File: src/sv/pmbd_pkg.sv
// Shared constants, codes and word types for the PC memory bus decoder.
`timescale 1ns / 1ps

package pmbd_pkg;

  // Installed store size and derived bank geometry (four byte-wide banks)
  localparam int unsigned MEM_BYTES = 2097152;
  localparam int NUM_LANES  = 4;
  localparam int LANE_IDX_W = 2;
  localparam int ADDR_W     = $clog2(MEM_BYTES);
  localparam int ROW_W      = ADDR_W - LANE_IDX_W;
  localparam int BANK_ROWS  = MEM_BYTES / NUM_LANES;

  localparam logic [31:0] MEM_LIMIT   = 32'(MEM_BYTES);
  localparam logic [31:0] VGA_LO      = 32'h000A_0000;
  localparam logic [31:0] UMA_LO      = 32'h000C_0000;
  localparam logic [31:0] UMA_HI      = 32'h0010_0000;
  localparam logic [31:0] MASK_A20_ON = 32'hFFFF_FFFF;
  localparam logic [31:0] MASK_A20_OFF = ~32'h0010_0000;

  localparam int TOP_W = 22;
  localparam logic [TOP_W-1:0] RAM_TOP_RESET = 22'd2097152;

  // Configuration register indexes
  localparam logic CFG_A20     = 1'b0;
  localparam logic CFG_RAM_TOP = 1'b1;

  // Access codes
  localparam logic       ACTION_WRITE = 1'b1;
  localparam logic [1:0] SIZE_BYTE    = 2'd0;
  localparam logic [1:0] SIZE_HALF    = 2'd1;

  // Read byte source per lane
  localparam logic [1:0] SRC_ZERO = 2'd0;
  localparam logic [1:0] SRC_FF   = 2'd1;
  localparam logic [1:0] SRC_RAM  = 2'd2;

  localparam int CMDQ_DEPTH = 2;
  localparam int OUTQ_DEPTH = 4;

  typedef struct packed {
    logic [NUM_LANES-1:0]                 bank_en;
    logic                                 bank_we;
    logic [NUM_LANES-1:0][ROW_W-1:0]      bank_row;
    logic [NUM_LANES-1:0][7:0]            bank_wdata;
    logic [NUM_LANES-1:0][1:0]            lane_src;
    logic [NUM_LANES-1:0][LANE_IDX_W-1:0] lane_bank;
    logic [NUM_LANES-1:0]                 vga_lanes;
    logic [31:0]                          base;
    logic [31:0]                          vga_wdata;
  } cmd_t;

  typedef struct packed {
    logic [31:0]          read_data;
    logic [NUM_LANES-1:0] vga_lanes;
    logic [31:0]          base;
    logic [31:0]          vga_wdata;
  } result_t;

endpackage

File: src/sv/pmbd_cmdq.sv
// Short command queue between front end and back end.
`timescale 1ns / 1ps

module pmbd_cmdq (
  input  logic           clk,
  input  logic           rst,
  input  logic           push,
  input  pmbd_pkg::cmd_t push_cmd,
  output logic           full,
  input  logic           pop,
  output pmbd_pkg::cmd_t pop_cmd,
  output logic           empty
);
  import pmbd_pkg::*;

  localparam int PTR_W = $clog2(CMDQ_DEPTH);
  localparam int CNT_W = $clog2(CMDQ_DEPTH + 1);

  cmd_t             entries [CMDQ_DEPTH];
  logic [PTR_W-1:0] wr_ptr;
  logic [PTR_W-1:0] rd_ptr;
  logic [CNT_W-1:0] count;
  logic             do_push;
  logic             do_pop;

  assign full    = (count == CNT_W'(CMDQ_DEPTH));
  assign empty   = (count == '0);
  assign do_push = push && !full;
  assign do_pop  = pop && !empty;
  assign pop_cmd = entries[rd_ptr];

  always_ff @(posedge clk) begin
    if (rst) begin
      wr_ptr <= '0;
      rd_ptr <= '0;
      count  <= '0;
    end else begin
      if (do_push) begin
        wr_ptr <= (wr_ptr == PTR_W'(CMDQ_DEPTH - 1)) ? '0 : wr_ptr + 1'b1;
      end
      if (do_pop) begin
        rd_ptr <= (rd_ptr == PTR_W'(CMDQ_DEPTH - 1)) ? '0 : rd_ptr + 1'b1;
      end
      if (do_push && !do_pop) begin
        count <= count + 1'b1;
      end else if (do_pop && !do_push) begin
        count <= count - 1'b1;
      end
    end
  end

  always_ff @(posedge clk) begin
    if (do_push) begin
      entries[wr_ptr] <= push_cmd;
    end
  end

endmodule

File: config.mk
export PLATFORM = sky130hd
export DESIGN_NAME = pmbd_cmdq
export DESIGN_NICKNAME = d
export VERILOG_FILES = /design/src/sv/pmbd_pkg.sv /design/src/sv/pmbd_cmdq.sv
export SDC_FILE = /design/constraint.sdc
export NUM_CORES = 1
export LEC_CHECK = 0
export ABC_AREA = 1
export CELL_PAD_IN_SITES_DETAIL_PLACEMENT = 1
export CELL_PAD_IN_SITES_GLOBAL_PLACEMENT = 2
export CORE_AREA = 2 2 197 199
export CTS_CLUSTER_SIZE = 20
export DETAILED_ROUTE_END_ITERATION = 10
export DIE_AREA = 0 0 199 201
export DONT_BUFFER_PORTS = 1
export PLACE_DENSITY_LB_ADDON = 0.3
export SKIP_CTS_REPAIR_TIMING = 1
export SLEW_MARGIN = 10
export SYNTH_ARGS = -nofsm -noshare
export SYNTH_HDL_FRONTEND = slang
export SYNTH_SLANG_ARGS = --single-unit
export TNS_END_PERCENT = 5
File: constraint.sdc
create_clock -name clk -period 29.6 [get_ports clk]
set_input_delay 5.92 -clock clk [delete_from_list [all_inputs] [get_ports clk]]
set_output_delay 5.92 -clock clk [all_outputs]
set_load 0.02 [all_outputs]
==> flow_summary.toml <==
[timing]
worst_pin_slew_ps = 1034
report.final.hold_viol_count = 0
tns_ps = 0
min_period_ps = 9306
finalCritPeriodShare = 0.3144
maxSlewHeadroom = 0.3109
fin_skew_ps = 7.217
rsz0062_at_grt = "no"
fmax_mhz = 107.5
maxSlewViolCount = 0
setup_viol_count_final = 0

[setup_path]
cp_common_cell = "buf_4"
slowest_delay_ps = 810
critPathCaptureType = "output pin"
r2r_start = "count[0]"
arrival_ps = 3390
worstPathRequired_ps = 23680
r2r_slack_ps = 26670
cp-start-kind = "flop"
cp_max_fo = 56
slowest_stage = "buf_4"
worstPathCellList = "buf_4 -> buf_4 -> mux2_2"
crit_type = "reg -> out"

[placed_design]
globalplace.congestion = 0.7184
io_buffer_count = 0
post-dp-hpwl_mm = 20.82

[pwr]
power_frac_comb = 0.220
leakage_nw = 5.674
p_per_area_mw_per_mm2 = 94.38
seqPwrFrac = 0.467
p_sw_frac = 0.2882
intPower_mw = 1.130
power.net_switching_uw = 457.6
clockPowerShare = 0.312
vdd_drop_max_v = 0.00005946

[routing]
drt-initial-drc-count = 321
antenna_left = 0
wl_per_cell_um = 24.48
dr.pass1.iters = 4
vias_per_cell = 4.850
drc = 0
routed_wl_mm = 30.11
num_vias = 5966

[clock_network]
cts_max_path_buffers = 3
htreeDepth = 2
numCtsBuffers = 41
tritoncts = "built"
root_buffer = "clkbuf_16"
clock_latency_ps = 540
cts.sinks = 399
clk_pin_slew_worst_paths_ps = 60

[synthesis]
yosysWarnings = 0
ys_top_cells_by_count = "394 x edfxtp_1, 130 x mux2_4, 67 x mux2_2"
synth_top_area_share = 0.7892
ys_seq_area_frac = 0.7959
yosysTopAreaCell = "edfxtp_1"
synthDistinctLibCells = 15
syn_area_mm2 = 0.01499
synth_cells = 650
avgSynthCellArea_um2 = 23.06
synth_edf_count = 394
synth.most_common_cell = "edfxtp_1"
synth_nets = 852
synthArstFlopShare = 0
synth.top_cells.by_area = "edfxtp_1 79%, mux2_4 13%, mux2_2 5.0%, buf_6 1.2%, dfxtp_1 0.67%"
ys.flop_type = "edfxtp_1"
synth-seq-cells = 399

[worst_hold_path]
hold_class = "reg -> reg"
holdCritStartpoint = "wr_ptr"

[layout]
area_delta_synth_final_pct = 12.22
final_nets = 882
multi_input_area_mm2 = 0.002830
layout-drive-gt1-share = 0.3775
post-route-util = 0.4415
n_fill_cell = 3495
regArea_mm2 = 0.01194

[outcome]
outcome = "finished clean"

[floorplanning]
coreArea_mm2 = 0.03811
io_pins = 400
dieArea_mm2 = 0.04000
die_h_um = 201
rows = 72
start_util = 0.3934
die_x_um = 199

[global_routing]
grt.total_usage = 0.1478
grt_antenna_before_repair = 2
grt_remaining_overflow = 0
grt_start_max_net_pins = 74
grt_pass1_vias = 6603
grt_pass1_wl_mm = 43.31

[flow_run]
maxCapViolCount = 0
==> logic make-up after synthesis <==
kind of cell / share of synthesized area
multiplexers: 0.1805
flip-flops: 0.7959
buffers and inverters: 0.01628
adder cells (fa/ha/maj): 0.0008345
AND/OR/NAND/NOR: 0.004423
AO/OA/AOI/OAI: 0.002003
==> routing by layer <==
metal,GRT usage,vias up,routed length (µm)
li1,-,2625,-
met1,0.1470,2989,10140
met2,0.2541,284,15170
met3,0.08317,66,3823
met4,0.05730,2,960
met5,0,-,11
==> through the flow <==
step	setup WS [ps]	cell area, µm²	power (mW)	hold slack, ps	cells
final	20290	16820	1.588	561.4	1230
after global routing	20040	16820	1.651	587.3	1230
after CTS	20140	16820	1.615	565.3	1228
after detailed placement	20750	15510	1.114	554.5	1155
after global placement	20850	15510	1.101	520.4	1155
after floorplan	14600	14990	1.079	476.1	650
==> layout by cell type (no fill, tap or decap), drive strengths merged <==
cell / instances
nand3: 1
and2: 1
bufinv: 3
o21ai: 5
inv: 10
clkinv: 17
clkinvlp: 1
dfxtp: 5
nand2: 4
nand4: 1
mux2: 197
edfxtp: 394
ha: 1
buf: 9
nor2: 9
a21oi: 1
diode: 2
clkbuf: 51
==> power by group through the flow <==
stage | Combinational [mW] | Clock [mW] | Sequential [mW]
after floorplan | 0.312 | 0 | 0.767
after global placement | 0.351 | 0 | 0.750
after detailed placement | 0.358 | 0 | 0.755
after CTS | 0.358 | 0.513 | 0.744
after global routing | 0.369 | 0.532 | 0.750
final | 0.350 | 0.496 | 0.742
==> final timing paths <==
kind | cells after the start | end
worst min-delay path | 2 | wr_ptr
worst max register to register | 4 | entries[1][163]
worst max-delay path | 3 | pop_cmd[175]
worst min register to register | 2 | wr_ptr
==> worst max-delay path: cells and delay by family, from the launching register on <==
kind | cells | cell delay [ps]
buffers and inverters | 2 | 1570
flip-flops | 1 | 710
multiplexers | 1 | 470
==> flip-flops by register name (all words and copies together) (netlist names), named ones only <==
name     flops
wr_ptr       1
count        2
entries    394
rd_ptr       1
==> cell type report <==
cell class | count | share of cell area
antenna | 2 | 0.0002975
clock buffer | 51 | 0.06567
clock inverter | 22 | 0.01175
inverter | 9 | 0.002008
multi-input combinational | 220 | 0.1682
sequential | 399 | 0.7095
tap | 518 | 0.03853
timing repair buffer | 9 | 0.004016
(Power assumes the default switching activity.)
