[src/sv/pmbd_pkg.sv]
// Shared constants, codes and word types for the PC memory bus decoder.
`timescale 1ns / 1ps

package pmbd_pkg;

  // Installed store size and derived bank geometry (four byte-wide banks)
  localparam int unsigned MEM_BYTES = 2097152;
  localparam int NUM_LANES  = 4;
  localparam int LANE_IDX_W = 2;
  localparam int ADDR_W     = $clog2(MEM_BYTES);
  localparam int ROW_W      = ADDR_W - LANE_IDX_W;
  localparam int BANK_ROWS  = MEM_BYTES / NUM_LANES;

  localparam logic [31:0] MEM_LIMIT   = 32'(MEM_BYTES);
  localparam logic [31:0] VGA_LO      = 32'h000A_0000;
  localparam logic [31:0] UMA_LO      = 32'h000C_0000;
  localparam logic [31:0] UMA_HI      = 32'h0010_0000;
  localparam logic [31:0] MASK_A20_ON = 32'hFFFF_FFFF;
  localparam logic [31:0] MASK_A20_OFF = ~32'h0010_0000;

  localparam int TOP_W = 22;
  localparam logic [TOP_W-1:0] RAM_TOP_RESET = 22'd2097152;

  // Configuration register indexes
  localparam logic CFG_A20     = 1'b0;
  localparam logic CFG_RAM_TOP = 1'b1;

  // Access codes
  localparam logic       ACTION_WRITE = 1'b1;
  localparam logic [1:0] SIZE_BYTE    = 2'd0;
  localparam logic [1:0] SIZE_HALF    = 2'd1;

  // Read byte source per lane
  localparam logic [1:0] SRC_ZERO = 2'd0;
  localparam logic [1:0] SRC_FF   = 2'd1;
  localparam logic [1:0] SRC_RAM  = 2'd2;

  localparam int CMDQ_DEPTH = 2;
  localparam int OUTQ_DEPTH = 4;

  typedef struct packed {
    logic [NUM_LANES-1:0]                 bank_en;
    logic                                 bank_we;
    logic [NUM_LANES-1:0][ROW_W-1:0]      bank_row;
    logic [NUM_LANES-1:0][7:0]            bank_wdata;
    logic [NUM_LANES-1:0][1:0]            lane_src;
    logic [NUM_LANES-1:0][LANE_IDX_W-1:0] lane_bank;
    logic [NUM_LANES-1:0]                 vga_lanes;
    logic [31:0]                          base;
    logic [31:0]                          vga_wdata;
  } cmd_t;

  typedef struct packed {
    logic [31:0]          read_data;
    logic [NUM_LANES-1:0] vga_lanes;
    logic [31:0]          base;
    logic [31:0]          vga_wdata;
  } result_t;

endpackage

[src/sv/pmbd_front.sv]
// Front end: masks the address, splits the access into byte lanes, classifies each lane.
`timescale 1ns / 1ps

module pmbd_front (
  input  logic                     action,
  input  logic [1:0]               size_code,
  input  logic [31:0]              address,
  input  logic [31:0]              write_data,
  input  logic                     a20_enable,
  input  logic [pmbd_pkg::TOP_W-1:0] ram_top,
  output pmbd_pkg::cmd_t           cmd
);
  import pmbd_pkg::*;

  logic [31:0]          mask;
  logic [31:0]          base;
  logic [31:0]          top_w;
  logic                 is_write;
  logic [31:0]          lane_addr [NUM_LANES];
  logic [NUM_LANES-1:0] active;
  logic [NUM_LANES-1:0] absent;
  logic [NUM_LANES-1:0] vga;
  logic [NUM_LANES-1:0] uma;

  assign mask     = a20_enable ? MASK_A20_ON : MASK_A20_OFF;
  assign base     = address & mask;
  assign top_w    = {{(32-TOP_W){1'b0}}, ram_top};
  assign is_write = (action == ACTION_WRITE);

  always_comb begin
    for (int i = 0; i < NUM_LANES; i++) begin
      lane_addr[i] = (base + 32'(i)) & mask;
      unique case (size_code)
        SIZE_BYTE: active[i] = (i == 0);
        SIZE_HALF: active[i] = (i < 2);
        default:   active[i] = 1'b1;
      endcase
      absent[i] = (lane_addr[i] >= top_w) || (lane_addr[i] >= MEM_LIMIT);
      vga[i] = !absent[i] && (lane_addr[i] >= VGA_LO) && (lane_addr[i] < UMA_LO);
      uma[i] = !absent[i] && (lane_addr[i] >= UMA_LO) && (lane_addr[i] < UMA_HI);
    end
  end

  always_comb begin
    cmd = '0;
    cmd.bank_we = is_write;
    cmd.base    = base;
    for (int i = 0; i < NUM_LANES; i++) begin
      // low address bits of consecutive bytes differ, so each bank sees one lane at most
      cmd.lane_bank[i] = lane_addr[i][LANE_IDX_W-1:0];
      cmd.vga_lanes[i] = active[i] && vga[i];
      if (active[i] && vga[i] && is_write) begin
        cmd.vga_wdata[8*i +: 8] = write_data[8*i +: 8];
      end
      if (!active[i] || is_write || vga[i]) begin
        cmd.lane_src[i] = SRC_ZERO;
      end else if (absent[i] || uma[i]) begin
        cmd.lane_src[i] = SRC_FF;  // upper area is never written, always reads all ones
      end else begin
        cmd.lane_src[i] = SRC_RAM;
      end
      if (active[i] && !absent[i] && !vga[i] && !uma[i]) begin
        cmd.bank_en[lane_addr[i][LANE_IDX_W-1:0]]    = 1'b1;
        cmd.bank_row[lane_addr[i][LANE_IDX_W-1:0]]   = lane_addr[i][ADDR_W-1:LANE_IDX_W];
        cmd.bank_wdata[lane_addr[i][LANE_IDX_W-1:0]] = write_data[8*i +: 8];
      end
    end
  end

endmodule

[config.mk]
export PLATFORM = sky130hd
export DESIGN_NAME = pmbd_front
export DESIGN_NICKNAME = d
export VERILOG_FILES = /design/src/sv/pmbd_pkg.sv /design/src/sv/pmbd_front.sv
export SDC_FILE = /design/constraint.sdc
export NUM_CORES = 1
export LEC_CHECK = 0
export BUFFER_PORTS_ARGS = -buffer_cell sky130_fd_sc_hd__buf_2
export CAP_MARGIN = 20
export CORE_ASPECT_RATIO = 0.8
export CORE_MARGIN = 2
export CORE_UTILIZATION = 54
export DETAILED_ROUTE_END_ITERATION = 16
export GPL_TIMING_DRIVEN = 0
export PLACE_DENSITY = 0.85
export SETUP_SLACK_MARGIN = 0.4
export SYNTH_ARGS = -nofsm -noshare
export SYNTH_HDL_FRONTEND = slang
export SYNTH_SLANG_ARGS = --single-unit
[constraint.sdc]
create_clock -name vclk -period 5.3
set_input_delay 0.265 -clock vclk [all_inputs]
set_output_delay 0.265 -clock vclk [all_outputs]
set_load 0.05 [all_outputs]
==> results.json, run 1 <==
{
  "yosys.area_share.adder_pct": 14.78,
  "rows": 40,
  "gr-total-overflow": 83,
  "status": "stopped before the end",
  "synthesis.yosys.warnings": 0,
  "place_congestion": 1.178,
  "stop_stage": "5_1_grt",
  "grt_usage_pct": 85.74,
  "dp_hpwl_um": 36150,
  "synthSimpleGateAreaFrac_pct": 29.96,
  "synthCells": 1263,
  "synth_xor_xnor_area_share_pct": 5.956,
  "seq_area_frac_synth_pct": 0,
  "die_x_um": 141.9,
  "worst_path_end_type": "primary output",
  "port-buffer-count": 283,
  "synth_cell_types": 82,
  "start_util_pct": 54.89,
  "error": "[ERROR GRT-0232] Routing congestion too high. Check the congestion heatmap in the GUI.",
  "io_pins": 287,
  "grt_max_degree": 15,
  "netlist_area_um2": 8214,
  "synth_compound_gate_area_share_pct": 35.98,
  "avgSynthCellArea_um2": 6.504,
  "fp.dieH_um": 114.3,
  "grt-worst-endpoint": "cmd[157]",
  "synthMuxAreaShare_pct": 0.7464,
  "synth_top_family_by_area": "compound AO/OA/AOI/OAI gates",
  "syn_nets": 1450
}
[routing by layer]
layer | overflow | global-route usage, %
met3 | 3 | 77.58
met2 | 45 | 97.06
met5 | 0 | 45.20
met1 | 3 | 85.09
met4 | 32 | 85.87
[cells by family after synthesis]
logic type,count (synthesis)
and+or+nand+nor,464
AOI/OAI and AO/OA,425
buffers and inverters,216
adders and majority gates,97
xor gates and xnor gates,55
muxes,6
[per-stage QoR]
stage / worst slack, ns / cell area (um2) / std cells / utilization [%]
2_1_floorplan: 0.1674 / 8401 / 1263 / -
3_3_place_gp: -1.429 / 10050 / 1735 / 67.18
3_5_place_dp: -1.434 / 10060 / 1736 / 67.22
4_1_cts: 0.3667 / 11590 / 1781 / 77.47
[cells in the mapped netlist (17+ instances only)]
cell / number / area share, %
o21ai_1: 49 / 3.0
nand4_1: 35 / 2.7
nand3_1: 34 / 2.1
nand2_1: 123 / 5.6
a21oi_1: 76 / 4.6
buf_2: 34 / 2.1
o21ai_0: 38 / 2.3
and2_1: 17 / 1.3
clkbuf_1: 47 / 2.1
a21o_1: 18 / 1.6
and3_1: 28 / 2.1
xor2_1: 23 / 2.5
ha_1: 97 / 15
nand2b_1: 24 / 1.8
a221oi_2: 17 / 3.1
inv_1: 80 / 3.7
buf_4: 42 / 3.8
xnor2_1: 31 / 3.3
a31oi_1: 23 / 1.8
nor3_1: 34 / 2.1
nor4_1: 22 / 1.7
nor2_1: 75 / 3.4
a221oi_1: 45 / 4.8
o22ai_1: 61 / 4.6
[repair_timing]
| action | 4_1_cts |
|---|---|
| gates cloned | 2 |
| setup endpoints to repair | 153 |
| resized for setup | 307 |
| buffers inserted | 43 |
| hold buffers | 0 |
| pin swaps | 39 |
==> run 2: changes to the inputs <==
Settings changed: CORE_ASPECT_RATIO 0.8 to unset, CORE_UTILIZATION 54 to 39, PLACE_DENSITY 0.85 to unset, PLACE_DENSITY_LB_ADDON set to 0.15, SETUP_SLACK_MARGIN 0.4 to unset.
==> results.json, run 2 <==
{
  "status": "complete, but fails checks",
  "violations": "negative setup slack",
  "report.final.slew_viol_count": 0,
  "path_buf_inv": 5,
  "crit_family": "simple AND/OR/NAND/NOR gates",
  "cp_slowest_cell": "xor2_1",
  "rows": 53,
  "register_area_um2": 0,
  "viasPerCell": 6.612,
  "worst_pin_slew_ns": 1.055,
  "layout_common_cells": "buf_2, buf_4, nand2_1",
  "avgSynthCellArea_um2": 6.504,
  "path_cells": "buf_2 -> buf_4 -> nand4_4 -> nor2_1 -> xor2_1 -> ha_1 -> nand4_1 -> nor3_1 -> o211ai_1 -> nor4b_4 -> o311ai_2 -> nor4_2 -> clkbuf_4 -> buf_4 -> nand2_2 -> o221ai_1 -> buf_4",
  "path_depth": 17,
  "synth_cell_types": 82,
  "crit_top_cell": "buf_4",
  "gr-total-overflow": 0,
  "multi_input_area_um2": 8243,
  "hold_violations": 0,
  "die_x_um": 149.1,
  "grt_antenna_before_repair": 0,
  "rsz0062_at_grt": "yes",
  "core_area_um2": 20820,
  "wirelength_um": 50670,
  "setup_ws_ns": -0.04788,
  "worstHoldPathCells": 2,
  "drive_above_1_share_pct": 38.66,
  "cp.arrival_ns": 5.08,
  "crit_required_ns": 5.04,
  "power_leakage_nw": 5.480,
  "n_clock_buffer": 0,
  "critical_path.endpoint_type": "primary output",
  "port-buffer-count": 283,
  "placed_cell_area_um2": 10030,
  "max_slew_margin_pct": 29.27,
  "synthCells": 1263,
  "slowest_delay_ns": 0.55,
  "synth_commonest_cells": "nand2_1, ha_1, inv_1",
  "syn_nets": 1450,
  "grt_pass1_wl_um": 72010,
  "fin_crit_sh_pct": 100.9,
  "yosysMostFrequentCell": "nand2_1",
  "maxCapViolCount": 0,
  "place_inst": 1824,
  "crit_fanout": 10,
  "critPathKind": "in2out",
  "nNetsFinal": 1785,
  "netlist.top_cell.by_area": "ha_1",
  "io_pins": 287,
  "ir_drop_uv": 53.40,
  "synth_top_cell_area_share_pct": 14.78,
  "max_freq_mhz": 187.0,
  "critPathLaunchType": "input port",
  "ys_top_cells_by_area": "ha_1, nand2_1, a221oi_1",
  "finalSetupViolCount": 5,
  "grt_usage_pct": 42.80,
  "seq_cell_count": 0,
  "place_congestion": 1.084,
  "mostFrequentLayoutCell": "buf_2",
  "grt_max_degree": 15,
  "first_pass_iters": 6,
  "cellPowerDensity_nw_per_um2": 54.91,
  "ant_nets": 0,
  "synthesis.yosys.warnings": 0,
  "period_minus_slack_ns": 5.348,
  "fp.dieH_um": 149.1,
  "start_util_pct": 39.45,
  "area_growth_pct": 44.05,
  "drt_iter0_drc": 1489,
  "dieArea_um2": 22240,
  "fin_area_um2": 11830,
  "fillCellCount": 2083,
  "hold_class": "in2out",
  "dp_hpwl_um": 39980,
  "fin_hold_ws_ns": 0.8318,
  "netlist_area_um2": 8214,
  "first_global_vias": 11347,
  "seq_area_frac_synth_pct": 0,
  "final_cells": 1871,
  "drc": 0,
  "vias": 12371,
  "diodes": 0,
  "routedWlPerCell_um": 27.08
}
run 2: cell counts after synthesis:
Identical to the previous run, type by type.
run 2: logic make-up (layout without fill, tap and decap cells):
group	count (synthesis)	count (layout)	synth area share, %
AOI/OAI and AO/OA	425	425	35.98
xor gates and xnor gates	55	55	5.956
adders and majority gates	97	97	14.78
buffers and inverters	216	549	12.58
muxes	6	6	0.7464
and+or+nand+nor	464	464	29.96
run 2: routing by layer:
layer,wire length (um),part of all wire [%],track usage [%]
met3,6495,13,10.52
met4,3016,6.0,20.14
met1,19580,39,56.43
met2,21580,43,65.44
met5,0,0,0
run 2: path summary, 6_finish.rpt:
path	endpoint	start	slack, ns
setup / recovery	cmd[189]	address[7]	-0.05
hold / removal	cmd[63]	address[31]	0.83
run 2: power breakdown:
group	internal [mW]	switching, mW	leakage (nW)
registers	0	0	0
logic	0.210	0.439	5.48
clock network	0	0	0
run 2: what timing repair did:
item	in CTS	in global routing
pin swaps	26	37
endpoints found under the setup margin	153	129
gates cloned	0	0
buffers inserted	26	22
gates resized for setup	209	168
hold buffers	0	0
run 2: final cells by class:
class / count / area share [%]
Tap cell: 275 / 2.908
Timing Repair Buffer: 334 / 16.87
Inverter: 81 / 2.633
Buffer: 134 / 7.931
Multi-Input combinational cell: 1047 / 69.66
run 2: per-stage QoR:
stage                     TNS [ns]  power, mW  utilization (%)  worst slack (ns)
after CTS                        0     0.6002            53.29          0.004078
after global routing       -0.5347     0.6916            56.83          -0.07010
after floorplan                  0     0.3480                -           0.02704
final                      -0.1110     0.6497            56.83          -0.04788
after global placement     -204.62     0.5463            48.04            -2.128
after detailed placement   -209.74     0.5530            48.15            -2.175
(Power assumes the default switching activity.)
==> run 3: changes to the inputs <==
==> constraint.sdc (replaced) <==
create_clock -name vclk -period 5.3
set_input_delay 0.265 -clock vclk [all_inputs]
set_output_delay 0.265 -clock vclk [all_outputs]
set_load 0.1 [all_outputs]
==> results.json, run 3 (synthesis gave the netlist of run 2 again) <==
{
  "grt_usage_pct": 43.29,
  "drive_above_1_share_pct": 45.58,
  "rows": 53,
  "viasPerCell": 6.722,
  "fin_crit_sh_pct": 101.1,
  "multi_input_area_um2": 9107,
  "ant_nets": 0,
  "finalSetupViolCount": 11,
  "report.final.slew_viol_count": 0,
  "port-buffer-count": 283,
  "grt_pass1_wl_um": 72910,
  "whs_endpoint": "cmd[57]",
  "grt_max_degree": 15,
  "mostFrequentLayoutCell": "buf_4",
  "final_cells": 1893,
  "critPathLaunchType": "input port",
  "cp.arrival_ns": 5.09,
  "setup_ws_ns": -0.05775,
  "first_pass_iters": 7,
  "start_util_pct": 39.45,
  "critical_path.endpoint_type": "primary output",
  "routedWlPerCell_um": 27.10,
  "io_pins": 287,
  "path_buf_inv": 6,
  "max_freq_mhz": 186.6,
  "area_growth_pct": 60.33,
  "seq_cell_count": 0,
  "gr-total-overflow": 0,
  "crit_fanout": 10,
  "cts-hold-fix-buffers": 0,
  "dp_hpwl_um": 39570,
  "nNetsFinal": 1806,
  "path_cells": "buf_6 -> buf_8 -> and4_1 -> buf_6 -> nand2_8 -> nor2_4 -> nand3_4 -> xnor2_4 -> ha_1 -> nand4_1 -> nor3_4 -> o211ai_1 -> nor4b_4 -> o311ai_4 -> or4_4 -> buf_8 -> nor2_4 -> buf_12 -> nor2_4 -> a222oi_1 -> buf_4",
  "critPathLaunch": "address[2]",
  "worstHoldPathCells": 2,
  "crit_top_cell": "nor2_4",
  "worst_pin_slew_ns": 1.002,
  "n_clock_buffer": 0,
  "slowest_delay_ns": 0.55,
  "period_minus_slack_ns": 5.358,
  "fp.dieH_um": 149.1,
  "dieArea_um2": 22240,
  "maxCapViolCount": 0,
  "violations": "negative setup slack",
  "core_area_um2": 20820,
  "rsz0062_at_grt": "yes",
  "die_x_um": 149.1,
  "wirelength_um": 51300,
  "hold_violations": 0,
  "first_global_vias": 11469,
  "vias": 12725,
  "register_area_um2": 0,
  "hp-start": "address[25]",
  "grt_antenna_before_repair": 0,
  "status": "complete, but fails checks",
  "cp_slowest_cell": "or4_4",
  "layout_common_cells": "buf_4, buf_2, nand2_1",
  "crit_required_ns": 5.04,
  "crit_family": "simple AND/OR/NAND/NOR gates",
  "place_inst": 1823,
  "drc": 0,
  "max_slew_margin_pct": 33.22,
  "drt_iter0_drc": 1553,
  "critPathKind": "in2out",
  "hold_class": "in2out",
  "fillCellCount": 1917,
  "place_congestion": 1.022
}
-- run 3: cell count changes in the layout (fill, tap and decap cells not counted), moves of 6 or more --
cell and change:
a31oi_4 +18, o22ai_2 +46, nor4_4 +7, buf_6 +8, buf_8 +6, nor4_1 -8
a31oi_1 -16, buf_4 +47, buf_12 +7, o22ai_1 -49, clkbuf_4 +7, buf_2 -62
-- run 3: layer usage --
layer  routed length (um)  global-route usage [%]  vias to the layer above
met1                19750                   57.94                     6020
met4                 2831                   18.19                        0
met5                    0                       0                        -
li1                     -                       -                     5486
met2                22240                   67.42                     1008
met3                 6485                   9.021                      211
-- run 3: layout make-up --
cell class         instances  share of cell area [%]
well taps                275                   2.613
diodes                     1                 0.01900
repair buffers           355                   18.49
inverters                 81                   2.423
multi-input cells       1047                   69.15
plain buffers            134                   7.306
-- run 3: repair_timing --
| action | CTS | global route |
|---|---|---|
| endpoints found under the setup margin | 154 | 148 |
| buffers inserted | 26 | 44 |
| resized for setup | 295 | 125 |
| pin swaps | 27 | 38 |
-- run 3: how the worst max path moves through the flow --
stage	to	depth (start not counted)
2_1_floorplan	cmd[145]	13
6_report	cmd[145]	21
4_1_cts	cmd[145]	18
3_3_place_gp	cmd[177]	19
5_1_grt	cmd[145]	18
3_5_place_dp	cmd[177]	19
-- run 3: stage by stage --
stage,hold WS (ns),util (%),worst slack [ns],cell area [um2],setup TNS [ns]
floorplan,0.7415,-,-1.293,9254,-9.234
global placement,0.9139,52.90,-2.552,11010,-277.84
detailed placement,0.9138,52.96,-2.565,11030,-274.12
CTS,0.9138,59.45,0.001644,12380,0
global route,0.9190,63.24,-0.1049,13170,-2.353
finish,0.9131,63.25,-0.05775,13170,-0.2572
==> run 4: changes to the inputs <==
Settings changed: CELL_PAD_IN_SITES_DETAIL_PLACEMENT set to 1, CELL_PAD_IN_SITES_GLOBAL_PLACEMENT set to 1, CORE_UTILIZATION 39 to 35.
==> results.json, run 4 (synthesis gave the netlist of run 2 again) <==
{
  "status": "complete, but fails checks",
  "violations": "negative setup slack",
  "critical_path.endpoint_type": "primary output",
  "seq_cell_count": 0,
  "worstHoldPathCells": 2,
  "mostFrequentLayoutCell": "buf_4",
  "final_cells": 1943,
  "power_leakage_nw": 5.849,
  "maxCapViolCount": 0,
  "ir_drop_uv": 87.33,
  "grt_usage_pct": 41.47,
  "rsz0062_at_grt": "yes",
  "grt_max_degree": 15,
  "critPathKind": "in2out",
  "critPathLaunchType": "input port",
  "crit_required_ns": 5.04,
  "first_pass_iters": 6,
  "hold_class": "in2out",
  "register_area_um2": 0,
  "grt_antenna_before_repair": 2,
  "grt_pass1_wl_um": 77250,
  "max_slew_margin_pct": 41.23,
  "whs_endpoint": "cmd[54]",
  "wirelength_um": 55770,
  "routedWlPerCell_um": 28.70,
  "vias": 12802,
  "gr-total-overflow": 0,
  "viasPerCell": 6.589,
  "fin_hold_ws_ns": 0.9139,
  "nNetsFinal": 1812,
  "drc": 0,
  "hold_violations": 0,
  "io_pins": 287,
  "place_inst": 1868,
  "n_clock_buffer": 0,
  "fp.dieH_um": 157.2,
  "crit_fanout": 10,
  "cp.arrival_ns": 5.19,
  "start_util_pct": 35.31,
  "port-buffer-count": 283,
  "ant_nets": 0,
  "cellPowerDensity_nw_per_um2": 59.22,
  "die_x_um": 157.2,
  "drive_above_1_share_pct": 46.46,
  "place_congestion": 1.018,
  "hp-start": "address[22]",
  "first_global_vias": 12157,
  "fillCellCount": 2937,
  "finalSetupViolCount": 75,
  "fin_crit_sh_pct": 103.0,
  "dp_hpwl_um": 42290,
  "worst_pin_slew_ns": 0.8791,
  "cts-hold-fix-buffers": 0,
  "core_area_um2": 23260,
  "max_freq_mhz": 183.2,
  "period_minus_slack_ns": 5.459,
  "dieArea_um2": 24710,
  "rows": 56,
  "report.final.slew_viol_count": 0,
  "setup_ws_ns": -0.1585,
  "layout_common_cells": "buf_4, buf_2, nand2_1",
  "drt_iter0_drc": 1258,
  "fin_util_pct": 57.27,
  "area_growth_pct": 62.19
}
## run 4: cell count changes in the layout (fill, tap and decap cells not counted), sizes merged
cell	before	now
clkbuf	61	58
buf	427	437
clkdlybuf4s15	1	0
## run 4: worst max-delay path by stage
stage | startpoint | end | slack (ns) | cells after the start
2_1_floorplan | address[1] | cmd[145] | -1.29 | 13
3_3_place_gp | address[1] | cmd[177] | -2.69 | 19
3_5_place_dp | address[1] | cmd[177] | -2.75 | 19
4_1_cts | address[1] | cmd[144] | 0.003 | 20
5_1_grt | address[1] | cmd[182] | -0.10 | 21
6_report | address[1] | cmd[182] | -0.16 | 21
## run 4: cell type report
| cell class | instances | area (um2) | area share [%] |
|---|---|---|---|
| Tap cell | 319 | 399.1 | 2.996 |
| Inverter | 81 | 319.1 | 2.395 |
| Multi-Input combinational cell | 1047 | 9194 | 69.01 |
| Timing Repair Buffer | 362 | 2457 | 18.44 |
| Antenna cell | 1 | 2.502 | 0.01878 |
| Buffer | 133 | 950.9 | 7.137 |
## run 4: timing repair
item,4_1_cts,5_1_grt
setup endpoints to repair,154,136
setup buffers,30,46
gates resized for setup,317,116
pin swaps,28,38
## run 4: per-stage QoR
| step | worst slack [ns] | setup TNS (ns) | power (mW) | instance area (um2) |
|---|---|---|---|---|
| 2_1_floorplan | -1.293 | -9.234 | 0.4431 | 9254 |
| 3_3_place_gp | -2.689 | -293.07 | 0.6440 | 11070 |
| 3_5_place_dp | -2.754 | -297.45 | 0.6579 | 11090 |
| 4_1_cts | 0.003028 | 0 | 0.7178 | 12540 |
| 5_1_grt | -0.1035 | -2.490 | 0.8257 | 13320 |
| 6_report | -0.1585 | -2.925 | 0.7889 | 13320 |
## run 4: where the power goes
part	internal, mW	switching, mW
sequential	0	0
clock	0.000000000123	0
combinational	0.237	0.552
total	0.237	0.552
## run 4: routing by layer
metal  GRT usage (%)  wire length, um
met1           54.92            21570
met2           65.96            24980
met3           6.030             5584
met4           19.83             3631
met5               0               10
## run 4: worst max-delay path, cell delays in order
cell and delay, ns:
buf_8 0.15, ha_4 0.21, buf_4 0.14, a21oi_4 0.04, buf_12 0.15, nor4_4 0.38
buf_4 0.18, xnor2_1 0.23, inv_1 0.22, ha_1 0.38, a21oi_1 0.22, a21oi_1 0.14
a211oi_4 0.34, o211ai_1 0.29, or4_4 0.64, buf_4 0.24, buf_2 0.26, nor2_1 0.17
a21oi_1 0.09, a31oi_4 0.21, buf_8 0.22
